### config.mk
export PLATFORM = sky130hd
export DESIGN_NAME = qvr_sat
export DESIGN_NICKNAME = d
export VERILOG_FILES = /design/src/rtl/qvr_pkg.sv /design/src/rtl/qvr_sat.sv
export SDC_FILE = /design/constraint.sdc
export NUM_CORES = 1
export LEC_CHECK = 0
export ABC_AREA = 0
export BUFFER_PORTS_ARGS = -buffer_cell sky130_fd_sc_hd__buf_2
export CAP_MARGIN = 20
export CORE_ASPECT_RATIO = 0.75
export CORE_UTILIZATION = 41
export CTS_BUF_LIST = sky130_fd_sc_hd__clkbuf_8
export DETAILED_ROUTE_END_ITERATION = 8
export PLACE_DENSITY = 0.95
export SETUP_SLACK_MARGIN = 0.3
export SLEW_MARGIN = 20
export SYNTH_ARGS = -nofsm -noshare
export SYNTH_HDL_FRONTEND = slang
export SYNTH_SLANG_ARGS = --single-unit
### constraint.sdc
create_clock -name clk -period 2 [get_ports clk]
set_input_delay 0.4 -clock clk [delete_from_list [all_inputs] [get_ports clk]]
set_output_delay 0.4 -clock clk [all_outputs]
set_load 0.02 [all_outputs]
### src/rtl/qvr_pkg.sv
package qvr_pkg;

  // Components per quaternion and their slots
  localparam int QUAT_N = 4;
  localparam int IX = 0;
  localparam int IY = 1;
  localparam int IZ = 2;
  localparam int IW = 3;

endpackage

### src/rtl/qvr_sat.sv
// Clamp four wide components to DW bits; registered, flags any clamp.
module qvr_sat import qvr_pkg::*; #(
  parameter int IW_ = 40,
  parameter int DW  = 16
) (
  input  logic                  clk,
  input  logic                  rst,
  input  logic                  in_valid,
  input  logic signed [IW_-1:0] v [QUAT_N],
  output logic                  out_valid,
  output logic signed [DW-1:0]  o [QUAT_N],
  output logic                  sat
);

  logic signed [DW-1:0] o_next [QUAT_N];
  logic                 sat_next;
  logic [QUAT_N-1:0]    clip;

  // A value fits when all bits from DW-1 upward match the sign
  always_comb begin
    for (int i = 0; i < QUAT_N; i++) begin
      clip[i] = (v[i][IW_-1:DW-1] != {(IW_-DW+1){v[i][IW_-1]}});
      if (!clip[i]) begin
        o_next[i] = v[i][DW-1:0];
      end else if (v[i][IW_-1]) begin
        o_next[i] = {1'b1, {(DW-1){1'b0}}};
      end else begin
        o_next[i] = {1'b0, {(DW-1){1'b1}}};
      end
    end
    sat_next = |clip;
  end

  always_ff @(posedge clk) begin
    for (int i = 0; i < QUAT_N; i++) begin
      o[i] <= o_next[i];
    end
    sat <= sat_next;
  end

  always_ff @(posedge clk) begin
    if (rst) begin
      out_valid <= 1'b0;
    end else begin
      out_valid <= in_valid;
    end
  end

endmodule

==> results.sh, run 1 <==
export IMPL_power_density_mw_per_mm2=676
export IMPL_synth_seq_cells=66
export IMPL_fillerInstances=585
export IMPL_grt_total_usage_pct=19.6
export IMPL_htree_levels=3
export IMPL_period_minus_slack_ns=1.74
export IMPL_setup_worst_path_start_class="input port"
export IMPL_placed_area_mm2=0.00401
export IMPL_synth_cells=308
export IMPL_stdcell_area_mm2=0.00429
export IMPL_cts_hold_buf=0
export IMPL_cts_buffers=9
export IMPL_crit_fanout=9
export IMPL_syn_area_mm2=0.00288
export IMPL_vias=3069
export IMPL_synth_top_cell_area_share_pct=45.9
export IMPL_holdCritStartpoint="rst"
export IMPL_yosys_warnings=0
export IMPL_cts_tree="built"
export IMPL_dp_cells=609
export IMPL_die_x_um=98.8
export IMPL_period_share_pct=87.1
export IMPL_antenna_found_initial=0
export IMPL_grt_max_degree=17
export IMPL_min_to="out_valid"
export IMPL_finalSetupViolCount=0
export IMPL_die_area_mm2=0.00737
export IMPL_diodes=0
export IMPL_area_growth_pct=49.1
export IMPL_start_util_pct=42.4
export IMPL_slew_violations=0
export IMPL_wirelength_mm=8.07
export IMPL_die_y_um=74.6
export IMPL_drv_cap=0
export IMPL_cp_end_kind="register"
export IMPL_ant_nets=0
export IMPL_finalHoldViolations=0
export IMPL_yosysTopAreaCell="dfxtp_1"
export IMPL_fin_nets=709
export IMPL_clock_sinks=66
export IMPL_grt_ovfl_total=0
export IMPL_ys_seq_area_share_pct=45.9
export IMPL_p_leak_nw=2.17
export IMPL_clockBufferDepth=2
export IMPL_wl_per_cell_um=12.7
export IMPL_status="finished, final reports clean"
export IMPL_synth_distinct_cells=16
export IMPL_fmaxAchievable_mhz=574
export IMPL_layout_cells_non_filler=634
export IMPL_clock_root_buffer="clkbuf_8"
export IMPL_cts_clk_slew_worst_paths_ns=0.06
export IMPL_firstDrtPassIters=4
export IMPL_vias_per_cell=4.84
export IMPL_drc=0
export IMPL_io_buffers=228
export IMPL_dp_hpwl_mm=6.31
export IMPL_worst_slew_pin_slew_ns=0.288
export IMPL_first_global_vias=2768
export IMPL_pin_count=229
export IMPL_whs_path_depth=2
export IMPL_drtIter0Drc=80
export IMPL_ir_drop_mv=0.307
export IMPL_worstSetupPathType="input port to register"
export IMPL_synth_nets=471
export IMPL_gp_congestion=0.773
export IMPL_core_region_area_mm2=0.00680
export IMPL_synthTopCellsByArea="dfxtp_1 (46%), mux2i_1 (21%), inv_1 (7.8%)"
export IMPL_avgSynthCellArea_um2=9.35
export IMPL_required_ns=2.24
export IMPL_relSlewSlack_pct=80.8
export IMPL_final_layout_size_suffix_gt1_share_pct=47.3
export IMPL_hold_class="input port to register"
export IMPL_worstPathArrival_ns=1.98
export IMPL_grt_first_pass_wirelength_mm=11.4
export IMPL_grt_setup_unrepaired="yes"
export IMPL_num_rows=26
## critical path, stage by stage
cell      delay [ns]
buf_2           0.17
nand3_1         0.13
or3_1           0.35
a222oi_1        0.34
buf_4           0.25
buf_4           0.14
mux2i_1         0.19
## per-stage QoR
step                      total power [mW]  util (%)  setup WS (ns)  setup TNS [ns]  hold slack (ns)
final                                 2.90      63.2          0.258               0            0.233
after global routing                  3.05      63.2          0.221               0            0.214
after CTS                             2.93      61.7          0.330               0            0.217
after detailed placement              1.90      59.0       -0.00262        -0.00262            0.565
after global placement                1.87      59.0          0.102               0            0.560
after floorplan                       1.63         -          0.307               0            0.472
## cells by family (layout without fill, tap and decap cells)
group | Yosys count | count (layout) | synth area share (%)
compound gates | 4 | 4 | 1.39
flops | 66 | 66 | 45.9
mux | 60 | 60 | 20.9
simple gates | 98 | 98 | 17.6
buf+inv | 80 | 322 | 14.2
## placed cells by master (no fill, tap or decap)
| cell | count |
|---|---|
| bufinv_16 | 1 |
| nor3_1 | 12 |
| dfxtp_1 | 66 |
| or3_1 | 12 |
| nand2_1 | 12 |
| clkbuf_8 | 10 |
| mux2i_1 | 60 |
| nand3_1 | 24 |
| clkbuf_4 | 2 |
| nor2_1 | 12 |
| inv_1 | 62 |
| nand4_1 | 13 |
| buf_2 | 228 |
| nor2b_1 | 1 |
| a222oi_1 | 4 |
| nor4_1 | 12 |
| clkinv_2 | 2 |
| buf_12 | 2 |
| buf_4 | 15 |
## synthesized netlist by cell type (all sizes together)
master / number
a222oi: 4
mux2i: 60
nor3: 12
buf: 12
clkbuf: 8
nor2b: 1
dfxtp: 66
nand4: 13
nor4: 12
inv: 60
nor2: 12
nand2: 12
nand3: 24
or3: 12
## metal layers
layer	track usage, %	part of all wire (%)	vias up
met1	21.1	40	1413
met3	7.05	5.4	20
met5	0	0	-
met2	36.3	53	133
met4	7.30	1.8	0
li1	-	-	1503
## final cells by class
type	count	area [µm²]	area share, %
Sequential cell	66	1320	30.8
Clock inverter	5	47.5	1.11
Tap cell	84	105	2.45
Clock buffer	10	138	3.21
Timing Repair Buffer	247	1310	30.5
Inverter	60	225	5.24
Multi-Input combinational cell	162	1150	26.7
## report_power, final
part / leakage [nW] / total (mW) / switching (mW) / internal (mW)
registers: 0.557 / 1.40 / 0.0172 / 1.38
clock network: 0.105 / 1.04 / 0.446 / 0.590
logic: 1.51 / 0.467 / 0.257 / 0.211
## sequential cells by signal, summed over array words and instances (netlist names)
name       count
sat            1
o             64
out_valid      1
## how the worst max path moves through the flow
| stage | startpoint | endpoint | slack (ns) |
|---|---|---|---|
| after floorplan | v[20] | o[10] | 0.31 |
| after global placement | v[119] | o[44] | 0.10 |
| after detailed placement | v[159] | o[49] | -0.003 |
| after CTS | v[79] | o[29] | 0.33 |
| after global routing | v[79] | o[23] | 0.22 |
| final | v[79] | o[19] | 0.26 |
## what timing repair did
| item | 4_1_cts | 5_1_grt |
|---|---|---|
| endpoints found under the setup margin | 0 | 32 |
| resized for setup | 0 | 6 |
| setup buffers | 0 | 8 |
(Power assumes the default switching activity.)
==> run 2: changes to the inputs <==
CELL_PAD_IN_SITES_DETAIL_PLACEMENT = 0   (was default)
CELL_PAD_IN_SITES_GLOBAL_PLACEMENT = 1   (was default)
CORE_ASPECT_RATIO = 1.75   (was 0.75)
CORE_UTILIZATION = 27   (was 41)
PLACE_DENSITY = 0.93   (was 0.95)
==> run 2 against run 1 <==
  * Cell count rose by 6.6%
  * Fmax rose by 6.7%
  * Count of clock-buffer cells in the layout fell by 1
==> results.sh, run 2 (synthesis gave the netlist of run 1 again) <==
export IMPL_status="finished, final reports clean"
export IMPL_path_delay_family="buffers and inverters"
export IMPL_grt_ovfl_total=0
export IMPL_clock_sinks=66
export IMPL_pin_count=229
export IMPL_dp_hpwl_mm=6.66
export IMPL_die_area_mm2=0.0111
export IMPL_grt_first_pass_wirelength_mm=12.0
export IMPL_vias=2976
export IMPL_met1_usage_pct=13.4
export IMPL_stdcell_area_mm2=0.00430
export IMPL_first_global_vias=2829
export IMPL_cp_end_kind="register"
export IMPL_cp_startpoint="v[119]"
export IMPL_clockBufferDepth=2
export IMPL_dp_cells=657
export IMPL_die_x_um=80.1
export IMPL_grt_setup_unrepaired="no"
export IMPL_layout_commonest_cell="buf_2"
export IMPL_area_growth_pct=49.3
export IMPL_crit_slowest_cell="a222oi_1"
export IMPL_critical_path_depth=7
export IMPL_tns_ns=0
export IMPL_firstDrtPassIters=5
export IMPL_diodes=0
export IMPL_wirelength_mm=7.90
export IMPL_finalSetupViolCount=0
export IMPL_drtIter0Drc=73
export IMPL_largest_reg_flops=64
export IMPL_final_cell_mix="buf_2 (228), dfxtp_1 (66), inv_1 (64), mux2i_1 (60), nand3_1 (24)"
export IMPL_period_share_pct=81.7
export IMPL_cp_buffers_inverters=3
export IMPL_vias_per_cell=4.40
export IMPL_cts_clk_slew_worst_paths_ns=0.06
export IMPL_crit_fanout=11
export IMPL_antenna_found_initial=0
export IMPL_drc=0
export IMPL_final_layout_size_suffix_gt1_share_pct=46.8
export IMPL_htree_levels=3
export IMPL_relSlewSlack_pct=74.9
export IMPL_worstSetupPathType="input port to register"
export IMPL_slew_violations=0
export IMPL_busiest_layer="met2"
export IMPL_power_density_mw_per_mm2=669
export IMPL_placed_area_mm2=0.00410
export IMPL_layout_cells_non_filler=676
export IMPL_grt_max_degree=17
export IMPL_holdCritStartpoint="rst"
export IMPL_start_util_pct=28.0
export IMPL_fmaxAchievable_mhz=612
export IMPL_cts_buffers=9
export IMPL_gp_congestion=0.781
export IMPL_cts_tree="built"
export IMPL_slowest_delay_ns=0.33
export IMPL_die_y_um=139
export IMPL_setup_worst_path_start_class="input port"
export IMPL_ir_drop_mv=0.285
export IMPL_whs_ns=0.223
export IMPL_finalHoldViolations=0
export IMPL_fin_nets=707
export IMPL_largest_register="o"
export IMPL_drv_cap=0
export IMPL_p_leak_nw=2.16
export IMPL_global_route_usage_met2_pct=26.5
export IMPL_worstPathArrival_ns=1.89
export IMPL_period_minus_slack_ns=1.63
export IMPL_clock_root_buffer="clkbuf_8"
export IMPL_crit_end="o[42]"
export IMPL_num_rows=49
export IMPL_use_met3_pct=4.61
export IMPL_wl_per_cell_um=11.7
export IMPL_cts_hold_buf=0
export IMPL_io_buffers=228
export IMPL_core_region_area_mm2=0.0103
export IMPL_top_regs="o: 64 flops, out_valid: 1 flops, sat: 1 flops"
export IMPL_grt_total_usage_pct=14.3
export IMPL_path_cells="buf_2, nand3_1, or3_1, a222oi_1, buf_4, clkbuf_4, mux2i_1"
export IMPL_worst_slew_pin_slew_ns=0.377
export IMPL_required_ns=2.26
export IMPL_ant_nets=0
export IMPL_hold_class="input port to register"
==> run 2: power by group <==
part / switching, mW / total [mW] / internal, mW
combinational: 0.254 / 0.467 / 0.214
sequential: 0.0158 / 1.40 / 1.38
clock: 0.457 / 1.01 / 0.553
==> run 2: what timing repair did <==
action                                  4_1_cts  5_1_grt
buffers inserted                              0        2
endpoints found under the setup margin        0       24
gates resized for setup                       0        3
==> run 2: how the worst min path moves through the flow <==
stage / to / cells past startpoint
floorplan: out_valid / 1
global placement: out_valid / 2
detailed placement: out_valid / 2
CTS: out_valid / 2
global route: out_valid / 2
finish: out_valid / 2
==> run 2: final cells by class <==
cell class	count	area [µm²]
fill	1048	6000
sequential	66	1320
timing repair buffer	245	1270
multi-input combinational	162	1150
inverter	60	225
tap	127	159
clock buffer	9	124
clock inverter	7	55.1
==> run 2: through the flow <==
step	utilization, %	power, mW	setup slack, ns
2_1_floorplan	-	1.63	0.307
3_3_place_gp	39.8	1.89	0.0417
3_5_place_dp	39.8	1.90	-0.0421
4_1_cts	41.5	2.93	0.320
5_1_grt	41.8	3.05	0.298
6_report	41.8	2.88	0.367
==> run 2: layer usage <==
metal / up-vias / part of all wire, %
met1: 1278 / 35
li1: 1496 / -
met4: 0 / 2.3
met2: 186 / 52
met5: - / 0
met3: 16 / 10
